`config.mk`:
```
export PLATFORM = sky130hd
export DESIGN_NAME = button_wake_sleep_controller
export DESIGN_NICKNAME = d
export VERILOG_FILES = /design/src/bwsc_pkg.sv /design/src/button_wake_sleep_controller.sv
export SDC_FILE = /design/constraint.sdc
export NUM_CORES = 1
export LEC_CHECK = 0
export ABC_CLOCK_PERIOD_IN_PS = 5400
export BUFFER_PORTS_ARGS = -buffer_cell sky130_fd_sc_hd__buf_2
export CAP_MARGIN = 20
export CELL_PAD_IN_SITES_DETAIL_PLACEMENT = 2
export CELL_PAD_IN_SITES_GLOBAL_PLACEMENT = 2
export CORE_MARGIN = 2
export CORE_UTILIZATION = 37
export DETAILED_ROUTE_END_ITERATION = 8
export PLACE_DENSITY = 0.84
export SLEW_MARGIN = 10
export SYNTH_ARGS = -nofsm -noshare
export SYNTH_HDL_FRONTEND = slang
export SYNTH_SLANG_ARGS = --single-unit
```
`constraint.sdc`:
```
create_clock -name clk -period 5.4 [get_ports clk]
set_input_delay 0.27 -clock clk [delete_from_list [all_inputs] [get_ports clk]]
set_output_delay 0.27 -clock clk [all_outputs]
set_load 0.005 [all_outputs]
```
`src/bwsc_pkg.sv`:
```
// Package for the button wake/sleep controller.
// Holds action, command and press-level codes, register indexes and register reset values.
// No dependencies.
package bwsc_pkg;

    typedef enum logic [2:0] {
        ACT_TICK        = 3'd0,
        ACT_ANSWER      = 3'd1,
        ACT_HOST_TOGGLE = 3'd2,
        ACT_HOST_INPUT1 = 3'd3,
        ACT_HOST_INPUT2 = 3'd4,
        ACT_HOST_WAKE   = 3'd5
    } action_t;

    typedef enum logic [2:0] {
        CMD_NONE        = 3'd0,
        CMD_SWITCH      = 3'd1,
        CMD_REBOOT      = 3'd2,
        CMD_FACTORY     = 3'd3,
        CMD_WAKE        = 3'd4,
        CMD_SWITCH_WAKE = 3'd5
    } command_t;

    typedef enum logic [1:0] {
        PRESS_NONE    = 2'd0,
        PRESS_REBOOT  = 2'd1,
        PRESS_FACTORY = 2'd2
    } press_t;

    typedef enum logic [2:0] {
        REG_DEBOUNCE     = 3'd0,
        REG_NOISE        = 3'd1,
        REG_LONG_PRESS   = 3'd2,
        REG_FACTORY      = 3'd3,
        REG_WAKE_WINDOW  = 3'd4,
        REG_POLL_AWAKE   = 3'd5,
        REG_POLL_ASLEEP  = 3'd6,
        REG_SLEEP_DELAY  = 3'd7
    } reg_index_t;

    localparam int unsigned CFG_BITS = 16;

    localparam logic [CFG_BITS-1:0] DEBOUNCE_RST    = 16'd200;
    localparam logic [CFG_BITS-1:0] NOISE_RST       = 16'd50;
    localparam logic [CFG_BITS-1:0] LONG_PRESS_RST  = 16'd3000;
    localparam logic [CFG_BITS-1:0] FACTORY_RST     = 16'd10000;
    localparam logic [CFG_BITS-1:0] WAKE_WINDOW_RST = 16'd2000;
    localparam logic [CFG_BITS-1:0] POLL_AWAKE_RST  = 16'd5000;
    localparam logic [CFG_BITS-1:0] POLL_ASLEEP_RST = 16'd30000;
    localparam logic [CFG_BITS-1:0] SLEEP_DELAY_RST = 16'd10000;

endpackage

```
`src/button_wake_sleep_controller.sv`:
```
// Button wake/sleep controller: input register, one-pass step logic, result register.
// Depends on bwsc_pkg.
//
// Usage:
//   Input channel (in_valid/in_ready) carries one transaction per item: a 1 ms tick
//   with the button level, a monitor poll answer, or a host request. Output channel
//   (out_valid/out_ready) returns exactly one result transaction per item: command,
//   chosen input, awake flag, poll request, hold preview and wake window status.
//   Configuration channel (cfg_valid/cfg_ready, cfg_index, cfg_data) writes the eight
//   16-bit timing registers; it is always ready. Write it only while idle; the block
//   itself does not enforce this. An accepted item passes the input register, then
//   the result register. Throughput: one item per cycle while out_ready holds, set by
//   the combinational state update between the two registers.
//   A stalled output holds its result; the input register still takes one more item,
//   and in_ready drops only once both registers are full.
//   Reset clears all state, loads the register defaults and sets the poll timer to
//   all ones so that the first tick requests a poll.
module button_wake_sleep_controller #(
    parameter int unsigned TIMER_BITS = 16
) (
    input  logic        clk,
    input  logic        rst_n,
    input  logic        in_valid,
    output logic        in_ready,
    input  logic [2:0]  action,
    input  logic        button_down,
    input  logic        answer_awake,
    input  logic [1:0]  answer_input,
    output logic        out_valid,
    input  logic        out_ready,
    output logic [2:0]  command,
    output logic        chosen_input,
    output logic        awake_flag,
    output logic        poll_request,
    output logic [1:0]  press_level,
    output logic        wake_armed,
    input  logic        cfg_valid,
    output logic        cfg_ready,
    input  logic [2:0]  cfg_index,
    input  logic [15:0] cfg_data
);

    localparam int unsigned CW = (TIMER_BITS > bwsc_pkg::CFG_BITS) ?
                                 TIMER_BITS : bwsc_pkg::CFG_BITS;

    typedef logic [TIMER_BITS-1:0]         timer_t;
    typedef logic [bwsc_pkg::CFG_BITS-1:0] cfg_t;

    function automatic timer_t sat_inc(input timer_t t);
        return (t == '1) ? t : t + timer_t'(1);
    endfunction

    function automatic logic ge(input timer_t t, input cfg_t c);
        return CW'(t) >= CW'(c);
    endfunction

    function automatic logic gt(input timer_t t, input cfg_t c);
        return CW'(t) > CW'(c);
    endfunction

    cfg_t debounce_reg, noise_reg, long_press_reg, factory_reg;
    cfg_t wake_window_reg, poll_awake_reg, poll_asleep_reg, sleep_delay_reg;

    logic       s1_valid_reg;
    logic [2:0] s1_action_reg;
    logic       s1_down_reg;
    logic       s1_awake_reg;
    logic [1:0] s1_input_reg;

    logic       out_valid_reg;
    logic [2:0] command_reg;
    logic       chosen_reg;
    logic       awake_out_reg;
    logic       poll_reg;
    logic [1:0] press_reg;
    logic       armed_reg;

    logic       btn_held_reg, btn_held_next;
    timer_t     hold_timer_reg, hold_timer_next;
    logic [1:0] preview_reg, preview_next;
    timer_t     since_tap_reg, since_tap_next;
    logic       window_open_reg, window_open_next;
    timer_t     window_timer_reg, window_timer_next;
    logic       input_at_arm_reg, input_at_arm_next;
    logic       selected_reg, selected_next;
    logic       awake_state_reg, awake_state_next;
    timer_t     poll_timer_reg, poll_timer_next;
    logic       off_seen_reg, off_seen_next;
    timer_t     off_timer_reg, off_timer_next;

    logic [2:0] cmd;
    logic       poll;
    logic       advance;
    cfg_t       interval;

    assign advance   = s1_valid_reg && (!out_valid_reg || out_ready);
    assign in_ready  = !s1_valid_reg || advance;
    assign cfg_ready = 1'b1;

    always_ff @(posedge clk or negedge rst_n)
    begin
        if (!rst_n)
        begin
            debounce_reg    <= bwsc_pkg::DEBOUNCE_RST;
            noise_reg       <= bwsc_pkg::NOISE_RST;
            long_press_reg  <= bwsc_pkg::LONG_PRESS_RST;
            factory_reg     <= bwsc_pkg::FACTORY_RST;
            wake_window_reg <= bwsc_pkg::WAKE_WINDOW_RST;
            poll_awake_reg  <= bwsc_pkg::POLL_AWAKE_RST;
            poll_asleep_reg <= bwsc_pkg::POLL_ASLEEP_RST;
            sleep_delay_reg <= bwsc_pkg::SLEEP_DELAY_RST;
        end
        else if (cfg_valid)
        begin
            case (cfg_index)
                bwsc_pkg::REG_DEBOUNCE:    debounce_reg    <= cfg_data;
                bwsc_pkg::REG_NOISE:       noise_reg       <= cfg_data;
                bwsc_pkg::REG_LONG_PRESS:  long_press_reg  <= cfg_data;
                bwsc_pkg::REG_FACTORY:     factory_reg     <= cfg_data;
                bwsc_pkg::REG_WAKE_WINDOW: wake_window_reg <= cfg_data;
                bwsc_pkg::REG_POLL_AWAKE:  poll_awake_reg  <= cfg_data;
                bwsc_pkg::REG_POLL_ASLEEP: poll_asleep_reg <= cfg_data;
                bwsc_pkg::REG_SLEEP_DELAY: sleep_delay_reg <= cfg_data;
                default: ;
            endcase
        end
    end

    // Input register
    always_ff @(posedge clk or negedge rst_n)
    begin
        if (!rst_n)
        begin
            s1_valid_reg <= 1'b0;
        end
        else if (in_ready)
        begin
            s1_valid_reg <= in_valid;
        end
    end

    always_ff @(posedge clk)
    begin
        if (in_valid && in_ready)
        begin
            s1_action_reg <= action;
            s1_down_reg   <= button_down;
            s1_awake_reg  <= answer_awake;
            s1_input_reg  <= answer_input;
        end
    end

    // Step logic
    always_comb
    begin
        btn_held_next     = btn_held_reg;
        hold_timer_next   = hold_timer_reg;
        preview_next      = preview_reg;
        since_tap_next    = since_tap_reg;
        window_open_next  = window_open_reg;
        window_timer_next = window_timer_reg;
        input_at_arm_next = input_at_arm_reg;
        selected_next     = selected_reg;
        awake_state_next  = awake_state_reg;
        poll_timer_next   = poll_timer_reg;
        off_seen_next     = off_seen_reg;
        off_timer_next    = off_timer_reg;
        cmd               = bwsc_pkg::CMD_NONE;
        poll              = 1'b0;
        interval          = awake_state_reg ? poll_awake_reg : poll_asleep_reg;

        case (s1_action_reg)
            bwsc_pkg::ACT_TICK:
            begin
                if (btn_held_reg)
                begin
                    hold_timer_next = sat_inc(hold_timer_reg);
                end
                since_tap_next  = sat_inc(since_tap_reg);
                if (window_open_reg)
                begin
                    window_timer_next = sat_inc(window_timer_reg);
                end
                poll_timer_next = sat_inc(poll_timer_reg);
                if (off_seen_reg)
                begin
                    off_timer_next = sat_inc(off_timer_reg);
                end

                if (s1_down_reg && !btn_held_reg)
                begin
                    btn_held_next   = 1'b1;
                    hold_timer_next = '0;
                    preview_next    = bwsc_pkg::PRESS_NONE;
                end
                else if (s1_down_reg && btn_held_reg)
                begin
                    if (ge(hold_timer_next, factory_reg) &&
                        preview_reg != bwsc_pkg::PRESS_FACTORY)
                    begin
                        preview_next = bwsc_pkg::PRESS_FACTORY;
                    end
                    else if (ge(hold_timer_next, long_press_reg) &&
                             preview_reg == bwsc_pkg::PRESS_NONE)
                    begin
                        preview_next = bwsc_pkg::PRESS_REBOOT;
                    end
                end
                else if (!s1_down_reg && btn_held_reg)
                begin
                    btn_held_next = 1'b0;
                    if (ge(hold_timer_next, factory_reg))
                    begin
                        cmd = bwsc_pkg::CMD_FACTORY;
                    end
                    else if (ge(hold_timer_next, long_press_reg))
                    begin
                        cmd = bwsc_pkg::CMD_REBOOT;
                    end
                    else if (gt(hold_timer_next, noise_reg) &&
                             gt(since_tap_next, debounce_reg))
                    begin
                        since_tap_next = '0;
                        if (!awake_state_reg)
                        begin
                            if (!window_open_reg)
                            begin
                                window_open_next  = 1'b1;
                                input_at_arm_next = selected_reg;
                            end
                            else
                            begin
                                selected_next = ~selected_reg;
                            end
                            window_timer_next = '0;
                        end
                        else
                        begin
                            selected_next = ~selected_reg;
                            cmd           = bwsc_pkg::CMD_SWITCH;
                        end
                    end
                    preview_next = bwsc_pkg::PRESS_NONE;
                end

                if (window_open_next && cmd == bwsc_pkg::CMD_NONE &&
                    ge(window_timer_next, wake_window_reg))
                begin
                    window_open_next = 1'b0;
                    cmd = (selected_next != input_at_arm_next) ?
                          bwsc_pkg::CMD_SWITCH_WAKE : bwsc_pkg::CMD_WAKE;
                end

                if (ge(poll_timer_next, interval))
                begin
                    poll            = 1'b1;
                    poll_timer_next = '0;
                end
            end
            bwsc_pkg::ACT_ANSWER:
            begin
                if (s1_awake_reg && !awake_state_reg)
                begin
                    awake_state_next = 1'b1;
                    off_seen_next    = 1'b0;
                    if (s1_input_reg == 2'd1)
                    begin
                        selected_next = 1'b0;
                    end
                    else if (s1_input_reg == 2'd2)
                    begin
                        selected_next = 1'b1;
                    end
                end
                else if (!s1_awake_reg && awake_state_reg)
                begin
                    if (!off_seen_reg)
                    begin
                        off_seen_next  = 1'b1;
                        off_timer_next = '0;
                    end
                    else if (ge(off_timer_reg, sleep_delay_reg))
                    begin
                        awake_state_next = 1'b0;
                        off_seen_next    = 1'b0;
                    end
                end
                else if (s1_awake_reg)
                begin
                    off_seen_next = 1'b0;
                end
            end
            bwsc_pkg::ACT_HOST_TOGGLE:
            begin
                selected_next = ~selected_reg;
                cmd           = bwsc_pkg::CMD_SWITCH;
            end
            bwsc_pkg::ACT_HOST_INPUT1:
            begin
                if (selected_reg)
                begin
                    selected_next = 1'b0;
                    cmd           = bwsc_pkg::CMD_SWITCH;
                end
            end
            bwsc_pkg::ACT_HOST_INPUT2:
            begin
                if (!selected_reg)
                begin
                    selected_next = 1'b1;
                    cmd           = bwsc_pkg::CMD_SWITCH;
                end
            end
            bwsc_pkg::ACT_HOST_WAKE:
            begin
                cmd = bwsc_pkg::CMD_WAKE;
            end
            default: ;
        endcase
    end

    // State and result registers, advance on each processed item
    always_ff @(posedge clk or negedge rst_n)
    begin
        if (!rst_n)
        begin
            btn_held_reg     <= 1'b0;
            hold_timer_reg   <= '0;
            preview_reg      <= bwsc_pkg::PRESS_NONE;
            since_tap_reg    <= '0;
            window_open_reg  <= 1'b0;
            window_timer_reg <= '0;
            input_at_arm_reg <= 1'b0;
            selected_reg     <= 1'b0;
            awake_state_reg  <= 1'b0;
            poll_timer_reg   <= '1;
            off_seen_reg     <= 1'b0;
            off_timer_reg    <= '0;
        end
        else if (advance)
        begin
            btn_held_reg     <= btn_held_next;
            hold_timer_reg   <= hold_timer_next;
            preview_reg      <= preview_next;
            since_tap_reg    <= since_tap_next;
            window_open_reg  <= window_open_next;
            window_timer_reg <= window_timer_next;
            input_at_arm_reg <= input_at_arm_next;
            selected_reg     <= selected_next;
            awake_state_reg  <= awake_state_next;
            poll_timer_reg   <= poll_timer_next;
            off_seen_reg     <= off_seen_next;
            off_timer_reg    <= off_timer_next;
        end
    end

    always_ff @(posedge clk or negedge rst_n)
    begin
        if (!rst_n)
        begin
            out_valid_reg <= 1'b0;
        end
        else if (advance)
        begin
            out_valid_reg <= 1'b1;
        end
        else if (out_ready)
        begin
            out_valid_reg <= 1'b0;
        end
    end

    always_ff @(posedge clk)
    begin
        if (advance)
        begin
            command_reg   <= cmd;
            chosen_reg    <= selected_next;
            awake_out_reg <= awake_state_next;
            poll_reg      <= poll;
            press_reg     <= preview_next;
            armed_reg     <= window_open_next;
        end
    end

    assign out_valid    = out_valid_reg;
    assign command      = command_reg;
    assign chosen_input = chosen_reg;
    assign awake_flag   = awake_out_reg;
    assign poll_request = poll_reg;
    assign press_level  = press_reg;
    assign wake_armed   = armed_reg;

endmodule

```
# Yosys cells after proc, flatten, opt, wreduce, memory -nomap -nowiden
# Cells that the tools add are included.
dict set report totals {
  wordCells 209
  out_inout_bits 12
  register_bits 234
  inputBits 31
}
dict set report op_classes {
  mux 97
  n_addsub 5
  order_cmp 7
  n_eq_ne 27
  n_reduce_logical 40
  bitwise_logic 1
}
# operator count
set ops {}
lappend ops {{$mux 16} 29}
lappend ops {{$add 16x1->16 const B} 5}
lappend ops {{$eq 16x16->1 const B} 5}
lappend ops {{$ge 16x16->1} 5}
lappend ops {{$mux 1} 52}
lappend ops {{$gt 16x16->1} 2}
lappend ops {{$pmux 16 s2} 1}
lappend ops {{$mux 2} 11}
lappend ops {{$eq 3x3->1 const B} 6}
lappend ops {{$reduce_and 2->1} 9}
lappend ops {{$pmux 3 s5} 1}
lappend ops {{$ne 2x2->1 const B} 7}
lappend ops {{$eq 3x2->1 const B} 4}
lappend ops {{$logic_and 1x1->1} 12}
lappend ops {{$logic_not 3->1} 3}
lappend ops {{$reduce_and 7->1} 1}
lappend ops {{$eq 3x1->1 const B} 2}
lappend ops {{$logic_not 1->1} 6}
lappend ops {{$mux 3} 2}
lappend ops {{$reduce_bool 2->1} 3}
lappend ops {{$pmux 1 s5} 1}
lappend ops {{$reduce_and 4->1} 1}
lappend ops {{$reduce_and 3->1} 1}
lappend ops {{$reduce_bool 3->1} 1}
lappend ops {{6 further kinds} 7}

# Depth between registers and ports, before layout
# Gate-level depths: netlist of run 1.
dict set report depth {
  depth_word 18
  depth_mapped 28
  depth_no_buf 25
}

# Worst setup path after synthesis of run 1
# OpenSTA, ideal clock, no wires.
dict set report synth_timing {
  kind {register to register}
  start {register hold_timer_reg[5]}
  end {register command_reg[0], in the netlist command[0], data pin}
  required_ps 5131
  n_path_buf 4
  slack_ps -301
  setup_ps 269
  stages_incl_launch_ff 28
  synth_period_minus_slack_ps 5701
  t_arrival_ps 5431
  cell_sequence {dfrtp_1 -> clkbuf_2 -> nand4_1 -> nor3_1 -> a41oi_2 -> and3_1 -> and4_1 -> clkbuf_1 -> nand3_1 -> xnor2_1 -> ha_1 -> a21oi_1 -> o21a_1 -> o22ai_1 -> or3_1 -> nand4bb_4 -> nor3_4 -> buf_2 -> buf_4 -> nor2_1 -> ha_1 -> a21o_1 -> a21o_1 -> a221o_1 -> a31oi_1 -> nor2_1 -> o21ai_0 -> o211ai_1}
}
dict set report synth_via {
  elab_chain_len 18
  elab_cells_between_ends 52
  classes_between {add/sub (1); order compare (4); eq/ne (2); mux (41); reduce/logical (4)}
}
# item line_no
set synth_lines {}
lappend synth_lines {{start, declared} button_wake_sleep_controller.sv:79} ;# timer_t hold_timer_reg, hold_timer_next;
lappend synth_lines {{start signal, assigned} button_wake_sleep_controller.sv:343} ;# hold_timer_reg <= hold_timer_next;
lappend synth_lines {{$add 16x1->16 or $eq 16x16->1 (tied branches)} button_wake_sleep_controller.sv:50} ;# return (t == '1) ? t : t + timer_t'(1);
lappend synth_lines {{$mux 16} button_wake_sleep_controller.sv:50}
lappend synth_lines {{$mux 16 (*)} button_wake_sleep_controller.sv:175} ;# if (btn_held_reg)
lappend synth_lines {{$mux 16 (*)} button_wake_sleep_controller.sv:172} ;# case (s1_action_reg)
lappend synth_lines {{branches (longest 12 deep; another with $gt 16x16->1)} n/a}
lappend synth_lines {{$mux 3 (*)} button_wake_sleep_controller.sv:246} ;# if (window_open_next && cmd == bwsc_pkg::CMD_NONE &&
lappend synth_lines {{$pmux 3 s5 (*)} button_wake_sleep_controller.sv:172}
lappend synth_lines {{via cmd[0]} button_wake_sleep_controller.sv:91} ;# logic [2:0] cmd;
lappend synth_lines {{end signal, assigned} button_wake_sleep_controller.sv:377} ;# command_reg <= cmd;
lappend synth_lines {{end, declared} button_wake_sleep_controller.sv:71} ;# logic [2:0] command_reg;
# Mark *: on every way through the listed nets, which the timed path passes. The select of a mux whose other input is x is not followed.
# A chain may end at the register's enable or synchronous reset.

# Worst setup path after layout of run 1
dict set report layout_timing {
  start {register since_tap_reg[9]}
  end {register command_reg[0], in the netlist command[0], data pin}
}
dict set report layout_via {
  elab_chain_len 16
  elab_cells_between_ends 48
  classes_between {add/sub (1); order compare (2); eq/ne (2); mux (39); reduce/logical (4)}
}
# item line_no
set layout_lines {}
lappend layout_lines {{start, declared} button_wake_sleep_controller.sv:81} ;# timer_t since_tap_reg, since_tap_next;
lappend layout_lines {{start signal, assigned} button_wake_sleep_controller.sv:345} ;# since_tap_reg <= since_tap_next;
lappend layout_lines {{$add 16x1->16 or $eq 16x16->1 (tied branches)} button_wake_sleep_controller.sv:50}
lappend layout_lines {{$mux 16 (*)} button_wake_sleep_controller.sv:50}
lappend layout_lines {{$gt 16x16->1 (*)} button_wake_sleep_controller.sv:58} ;# return CW'(t) > CW'(c);
lappend layout_lines {{$logic_and 1x1->1 (*)} button_wake_sleep_controller.sv:220} ;# else if (gt(hold_timer_next, noise_reg) &&
lappend layout_lines {{branches (longest 10 deep; another with $ge 16x16->1)} n/a}
lappend layout_lines {{$mux 3 (*)} button_wake_sleep_controller.sv:246}
lappend layout_lines {{$pmux 3 s5 (*)} button_wake_sleep_controller.sv:172}
lappend layout_lines {{via cmd[0]} button_wake_sleep_controller.sv:91}
# Marks and branches as above.

==> flow_summary.toml, run 1 <==
[cts]
clock_path_buffers = 3
cts.sink_count = 234
clk_pin_slew_ns = 0.07
cts_tree = "done"
worst_skew_pair.late_latency_ns = 0.57
htreeDepth = 1
cts_root_buf = "clkbuf_16"
cts_made_buffers = 28

[finish]
final_area_mm2 = 0.0168
fin_nets = 1703
antenna_cells = 0
area_growth_pct = 21.2
stdcell_count = 2042
layout-drive-gt1-share_pct = 25.9
final_cell_mix = "160 x dfrtp_1, 154 x nand2_1, 114 x ha_1"
final_common_cell = "dfrtp_1"

[sta]
hold_viol = 0
post-route-min-period_ns = 5.87
relSlewSlack_pct = 27.6
fin_skew_ns = 0.0174
setup_viol = 4
hold_slack_ns = 0.0591
worst_slack_ns = -0.472
rsz0062_at_grt = "true"
worst_pin_slew_ns = 1.08
finalMaxSlewViolations = 0
fmax_ghz = 0.170
final_min_period_over_clock_period_pct = 109

[synth]
yosysWarningCount = 0
synth_area_per_cell_um2 = 9.76
synthArstFlopShare_pct = 93.2
synthFlopType = "dfrtp_1"
synth_area_mm2 = 0.0139
ys_seq_area_share_pct = 43.4
ys_seq_elements = 234
synth_edf_count = 16
netlist_instances = 1420
synthesis.nets = 1571
ys_types = 72

[setup_path]
r2r_cells = 26
critPathKind = "flop to flop"
startpoint_type = "flop"
r2r_slack_ns = -0.47
crit_arrival_ns = 6.17
cp_max_fo = 8
crit_path_end_kind = "flop"
worstPathRequired_ns = 5.70

[global_routing]
grt_pass1_wl_mm = 80.5
grt.busiest_layer = "met2"
grt_max_degree = 114
grt_util_met3_pct = 3.40
met2_usage_pct = 49.1
antenna_found_initial = 1
grt_use_met1_pct = 31.6
track_usage_pct = 27.0
grt_pass1_vias = 13500
grt_overflow = 0

[run_status]
violations = "negative setup slack"
status = "finished with violations"

[routing]
postRouteAntennaNets = 0
wl_per_cell_um = 29.2
route.detailed.drc = 0
drt_pass1_iterations = 7
wirelength_mm = 59.7
vias_per_cell = 6.06
drt-initial-drc-count = 625
via_count = 12400

[placement]
gp_congestion = 0.802
postPlaceCellArea_mm2 = 0.0151
dp_cells = 1948
dp_hpwl_mm = 32.7
port_buffers = 41

[run]
cap_violations = 0

[floorplanning]
core_area_mm2 = 0.0368
die_w_um = 198
start_util_pct = 37.7
ioPinCount = 43
die_h_um = 198
fp-row-count = 70
die_area_mm2 = 0.0390

[power]
p_leak_nw = 7.82
ir_worst_vdd_v = 0.000223
p_per_area_mw_per_mm2 = 359
p_total_mw = 6.03

[worst_hold_path]
holdPathStages = 3
hp-class = "input port to flop"
==> Yosys cell counts, types with 18 or more instances <==
cell / number / area share [%]
dfstp_2: 57 / 11
xnor2_1: 38 / 2.4
nor3_1: 18 / 0.65
nand3_1: 33 / 1.2
o21ai_0: 117 / 4.2
dfrtp_1: 161 / 29
mux2i_1: 18 / 1.3
nand2_1: 157 / 4.3
a21o_1: 24 / 1.3
nand4_1: 37 / 1.7
ha_1: 120 / 11
mux2_2: 74 / 6.0
a22o_1: 42 / 2.7
clkbuf_1: 41 / 1.1
inv_1: 112 / 3.0
a21oi_1: 53 / 1.9
nor2_1: 88 / 2.4
==> cell families (layout without fill, tap and decap cells) <==
family / Yosys count / count (layout) / share of synthesized area (%)
compound gates: 314 / 314 / 14.5
xor+xnor: 54 / 54 / 3.41
fa+ha+maj: 120 / 120 / 10.8
buf+inv: 171 / 325 / 4.84
flops: 234 / 234 / 43.4
mux: 92 / 92 / 7.31
other cells: 1 / 1 / 0.0271
simple gates: 434 / 434 / 15.7
==> power breakdown <==
group / leakage (nW) / internal, mW / total [mW] / switching, mW
clock: 0.492 / 1.26 / 2.15 / 0.893
sequential: 2.80 / 2.10 / 2.31 / 0.214
combinational: 4.53 / 0.632 / 1.56 / 0.933
==> worst paths after layout <==
check | from | end
max | since_tap_reg[9] | command[0]
min | out_ready | out_valid
max reg2reg | since_tap_reg[9] | command[0]
min reg2reg | poll_timer_reg[15] | poll_timer_reg[15]
max in group asynchronous | rst_n | window_timer_reg[10]
min in group asynchronous | rst_n | poll_asleep_reg[0]
==> worst max-delay path, stage by stage (launching register included) <==
cell	delay [ns]
dfrtp_1	0.41
nand4_1	0.24
buf_4	0.23
nor2_2	0.20
nand2_1	0.16
nor3_4	0.26
nand3_1	0.12
mux2_2	0.33
ha_1	0.34
nand4_1	0.24
buf_4	0.24
a2111oi_4	0.31
or4b_4	0.23
nand4bb_4	0.14
nor3_4	0.18
buf_12	0.17
buf_4	0.15
nor2_1	0.07
ha_1	0.34
nand3_1	0.13
nor2_1	0.07
a221oi_2	0.28
o21ai_1	0.15
a31oi_2	0.28
nor2_1	0.09
o21ai_2	0.12
o211ai_1	0.12
==> layer usage <==
metal / share of wire, % / vias to the layer above
met2: 51 / 419
met5: 0 / -
li1: - / 5284
met4: 6.5 / 0
met3: 3.9 / 223
met1: 39 / 6449
==> layout make-up <==
class                      instances  area (um2)
clock buffer                      33         771
clock inverter                    19         230
fill                            3800       20000
inverter                         112         420
multi-input combinational       1015        7570
sequential                       234        6010
tap                              468         586
timing repair buffer             161        1210
==> per-stage QoR <==
step           setup WS (ns)  TNS [ns]  utilization, %
6_report              -0.472     -1.69            45.7
5_1_grt               -0.666     -2.48            45.7
4_1_cts              -0.0159   -0.0159            44.4
3_5_place_dp          -0.481     -1.56            41.0
3_3_place_gp          -0.116    -0.225            41.0
2_1_floorplan         0.0196         0               -
==> timing repair <==
action / 4_1_cts / 5_1_grt
pin swaps: 13 / 52
setup endpoints to repair: 4 / 4
hold buffers: 9 / 0
hold endpoints to repair: 86 / 0
buffers inserted: 8 / 24
gates resized for setup: 19 / 58
No activity file was read; power rests on OpenSTA's default activity.
==> inputs of run 2 (changes only) <==
Settings changed: ABC_AREA set to 1, CORE_UTILIZATION 37 to 35, PLACE_DENSITY 0.84 to 0.85.
==> flow_summary.toml, run 2 <==
[sta]
hold_viol = 0
fin_skew_ns = 0.0249
worst_pin_slew_ns = 1.01
relSlewSlack_pct = 32.2
final_min_period_over_clock_period_pct = 103
setup_viol = 4
fin_setup_tns_ns = -0.454
fmax_ghz = 0.180
worst_slack_ns = -0.143
finalMaxSlewViolations = 0
hold_slack_ns = 0.0203
post-route-min-period_ns = 5.54

[cts]
cts_root_buf = "clkbuf_16"
clock_path_buffers = 3
worst_skew_pair.late_latency_ns = 0.59
cts_made_buffers = 29
cts.sink_count = 234
htreeDepth = 1
clk_pin_slew_ns = 0.06
cts_tree = "done"

[setup_path]
critPathMaxStageDelay_ns = 0.38
cp_max_fo = 8
worst_path_most_repeated_cell = "nand2_1"
crit_arrival_ns = 5.88
worstPathRequired_ns = 5.73
slowest_stage = "dfrtp_1"
critPathKind = "flop to flop"
startpoint_type = "flop"
crit_path_end_kind = "flop"

[floorplanning]
die_h_um = 204
core_area_mm2 = 0.0395
die_area_mm2 = 0.0414
die_w_um = 204
start_util_pct = 35.2
fp-row-count = 73
ioPinCount = 43

[power]
p_leak_nw = 7.84
p_per_area_mw_per_mm2 = 525
ir_worst_vdd_v = 0.000279

[routing]
drt_pass1_iterations = 5
wl_per_cell_um = 23.1
vias_per_cell = 5.42
postRouteAntennaNets = 0
drt-initial-drc-count = 689
via_count = 12800
wirelength_mm = 54.4
route.detailed.drc = 0

[synth]
synth-simple-area-share_pct = 19.8
synthFlopType = "dfrtp_1"
synth_edf_count = 16
ys_types = 57
ys_seq_area_share_pct = 43.1
synth_area_mm2 = 0.0139
synth-adder-area-share_pct = 10.8
synth_compound_area_share_pct = 13.5
synth_top_family_by_area = "simple AND/OR/NAND/NOR gates"
synth_area_per_cell_um2 = 8.13
synthTopCellsByCount = "363 x nand2_1, 286 x inv_1, 197 x o21ai_0"
synth_top_area_cell = "dfrtp_1"
synthTopCellsByArea = "dfrtp_1 29%, ha_1 11%, dfstp_2 11%, nand2_1 9.8%, inv_1 7.7%"
synth.most_common_cell = "nand2_1"
synthArstFlopShare_pct = 93.2
synthXorXnorAreaFrac_pct = 2.20
synthMuxAreaShare_pct = 1.08
yosysTopAreaCellShare_pct = 28.9
synthesis.nets = 1865
ys_seq_elements = 234
yosysWarningCount = 0
netlist_instances = 1714

[placement]
gp_congestion = 0.833
dp_slack_ns = -0.0889
dp_hpwl_mm = 32.9
port_buffers = 41

[finish]
final_common_cell = "nand2_1"
area_growth_pct = 18.6
final_cell_mix = "356 x nand2_1, 277 x inv_1, 191 x o21ai_0"
fin_nets = 1955
fin_util_pct = 41.8
layout-drive-gt1-share_pct = 17.5

[global_routing]
grt_max_degree = 122
track_usage_pct = 24.4
grt_pass1_wl_mm = 79.4
grt_overflow = 0
grt_pass1_vias = 14300
antenna_found_initial = 5

[run]
cap_violations = 0

[worst_hold_path]
hp-class = "input port to flop"

[run_status]
status = "finished with violations"
violations = "negative setup slack"
## run 2: critical path: cells and delay by family, from the launching register on
kind,cells,cell delay [ns]
buf+inv,5,0.62
compound gates,7,1.26
flops,1,0.38
xor+xnor,1,0.25
simple gates,15,1.93
fa+ha+maj,3,0.84
## run 2: per-stage QoR
stage	instances	power, mW	cell area [um2]
finish	2354	8.68	16500
global route	2352	9.26	16500
CTS	2328	8.17	16000
detailed placement	2247	5.92	14700
global placement	2247	5.56	14700
floorplan	1714	4.79	13900
## run 2: layout make-up
class                   instances  area [um2]
multi-input cells            1139        6960
inverters                     299        1140
repair buffers                100         757
flip-flops and latches        234        6010
clock inverters                17         189
repair inverters                1        11.3
well taps                     525         657
clock buffers                  37         806
fillers                      4393       23000
diodes                          2        5.00
## run 2: final timing paths
| path | depth (start not counted) | end | slack (ns) | startpoint |
|---|---|---|---|---|
| setup / recovery | 31 | command[0] | -0.14 | hold_timer_reg[1] |
| hold / removal | 3 | sleep_delay_reg[11] | 0.02 | cfg_data[11] |
| setup reg to reg | 31 | command[0] | -0.14 | hold_timer_reg[1] |
| hold reg to reg | 2 | long_press_reg[13] | 0.49 | long_press_reg[13] |
| max in group asynchronous | 3 | off_timer_reg[11] | 3.83 | rst_n |
| min in group asynchronous | 2 | since_tap_reg[13] | 0.39 | rst_n |
## run 2: cells by family after synthesis
| group | Yosys count |
|---|---|
| other cells | 1 |
| xor+xnor | 35 |
| fa+ha+maj | 120 |
| compound gates | 347 |
| simple gates | 620 |
| mux | 15 |
| buf+inv | 342 |
| flops | 234 |
## run 2: power by group
part | internal [mW] | leakage, nW | switching [mW]
sequential | 2.33 | 2.76 | 0.410
clock | 1.24 | 0.498 | 0.859
combinational | 1.34 | 4.58 | 2.50
## run 2: timing repair
item                       4_1_cts  5_1_grt
setup endpoints to repair        4        4
buffers inserted                 5       20
resized for setup                4       83
hold endpoints to repair       107        0
gates cloned                     1        1
pin swaps                        5       28
hold buffers                    21        0
## run 2: per-layer routing
| layer | share of wire [%] | wire length, um | GRT usage, % | up-vias |
|---|---|---|---|---|
| met1 | 40 | 21500 | 28.5 | 6559 |
| met5 | 0.024 | 13 | 0 | - |
| met3 | 3.9 | 2150 | 3.76 | 130 |
| li1 | - | - | - | 5768 |
| met4 | 4.1 | 2250 | 9.72 | 2 |
| met2 | 52 | 28500 | 44.7 | 291 |
==> inputs of run 3 (changes only) <==
Settings changed: RECOVER_POWER set to 25.
==> flow_summary.toml, run 3 (same netlist as run 2, synthesis figures left out) <==
[run_status]
status = "finished with violations"
violations = "max-capacitance violations, max-slew violations, negative setup slack"

[placement]
dp_cells = 2247
port_buffers = 41
gp_congestion = 0.833
postPlaceCellArea_mm2 = 0.0147
dp_hpwl_mm = 32.9

[sta]
final_min_period_over_clock_period_pct = 103
fmax_ghz = 0.179
setup_viol = 4
hold_viol = 0
hold_slack_ns = 0.0159
post-route-min-period_ns = 5.58
worst_pin_slew_ns = 3.30
finalMaxSlewViolations = 154
fin_skew_ns = 0.0262
relSlewSlack_pct = -120
worst_slack_ns = -0.180

[setup_path]
cp_num_buf_inv = 5
critPathMaxStageDelay_ns = 0.38
crit_path_end_kind = "flop"
cp_max_fo = 8
crit_arrival_ns = 5.91
worst_path_most_repeated_cell = "nand2_1"
slowest_stage = "dfrtp_1"
startpoint_type = "flop"
critPathKind = "flop to flop"
worstPathRequired_ns = 5.73
r2r_slack_ns = -0.18
crit_family = "simple AND/OR/NAND/NOR gates"

[cts]
cts_root_buf = "clkbuf_16"
cts_made_buffers = 29
cts.sink_count = 234
cts_tree = "done"
clock_path_buffers = 3
htreeDepth = 1
worst_skew_pair.late_latency_ns = 0.59
clk_pin_slew_ns = 0.06

[finish]
area_growth_pct = 18.3
final_area_mm2 = 0.0165
layout-drive-gt1-share_pct = 16.9
final_common_cell = "nand2_1"
final_cell_mix = "358 x nand2_1, 277 x inv_1, 191 x o21ai_0"
stdcell_count = 2353
fin_nets = 1955
fin_util_pct = 41.7

[power]
p_total_mw = 8.68
seq_power_share_pct = 31.6
ir_worst_vdd_v = 0.000278
p_per_area_mw_per_mm2 = 526
pwr-share-clk_pct = 24.2
netSwitchingFraction_pct = 43.5
intPower_mw = 4.91
p_switching_mw = 3.77
p_leak_nw = 7.80
combPwrFrac_pct = 44.2

[global_routing]
grt.busiest_layer = "met2"
track_usage_pct = 24.4
met2_usage_pct = 44.7
grt_overflow = 0
grt_pass1_wl_mm = 79.4
antenna_found_initial = 5
grt_max_degree = 122
grt_pass1_vias = 14300
grt_util_met3_pct = 3.76
grt_use_met1_pct = 28.5

[floorplanning]
ioPinCount = 43
die_w_um = 204
die_h_um = 204
core_area_mm2 = 0.0395
start_util_pct = 35.2
die_area_mm2 = 0.0414
fp-row-count = 73

[routing]
drt_pass1_iterations = 5
wirelength_mm = 54.5
wl_per_cell_um = 23.2
postRouteAntennaNets = 0
vias_per_cell = 5.42
route.detailed.drc = 0
drt-initial-drc-count = 700
via_count = 12700

[run]
cap_violations = 2

[worst_hold_path]
hp-class = "input port to flop"
## run 3: power by group through the flow
| stage | logic, mW | registers [mW] | clock network [mW] |
|---|---|---|---|
| floorplan | 2.21 | 2.58 | 0 |
| detailed placement | 3.20 | 2.72 | 0 |
| finish | 3.84 | 2.74 | 2.10 |
| global placement | 2.88 | 2.68 | 0 |
| CTS | 3.35 | 2.71 | 2.10 |
| global route | 4.28 | 2.79 | 2.19 |
## run 3: final timing paths
path	from	end	cells past startpoint
max	hold_timer_reg[1]	command[0]	32
min	cfg_data[11]	sleep_delay_reg[11]	3
max reg2reg	hold_timer_reg[1]	command[0]	32
min reg2reg	long_press_reg[13]	long_press_reg[13]	2
max in group asynchronous	rst_n	hold_timer_reg[7]	2
min in group asynchronous	rst_n	since_tap_reg[13]	2
## run 3: layout make-up
| class | count | area, um2 |
|---|---|---|
| fillers | 4406 | 23100 |
| multi-input cells | 1139 | 6950 |
| flip-flops and latches | 234 | 6010 |
| inverters | 299 | 1140 |
| clock buffers | 37 | 806 |
| repair buffers | 100 | 733 |
| well taps | 525 | 657 |
| clock inverters | 17 | 189 |
| repair inverters | 1 | 11.3 |
| diodes | 1 | 2.50 |
## run 3: through the flow
| stage | setup TNS (ns) | setup WS (ns) |
|---|---|---|
| final | -0.559 | -0.180 |
| after floorplan | 0 | 0.818 |
| after detailed placement | -0.171 | -0.0889 |
| after global placement | 0 | 0.263 |
| after CTS | 0 | 0.00245 |
| after global routing | -1.56 | -0.420 |
## run 3: timing repair
item / 4_1_cts / 5_1_grt
setup endpoints to repair: 4 / 4
gates resized for setup: 4 / 83
endpoints found under the hold margin: 107 / 0
hold buffers: 21 / 0
pin swaps: 5 / 28
cloned: 1 / 1
setup buffers: 5 / 20
## run 3: worst min-delay path, stage by stage
cell     delay, ns
buf_2         0.12
nand2_1       0.07
o21ai_0       0.09
## run 3: per-layer routing
| layer | wire length, um | up-vias |
|---|---|---|
| li1 | - | 5763 |
| met3 | 2180 | 129 |
| met4 | 2250 | 2 |
| met2 | 28500 | 316 |
| met5 | 13 | - |
| met1 | 21600 | 6536 |
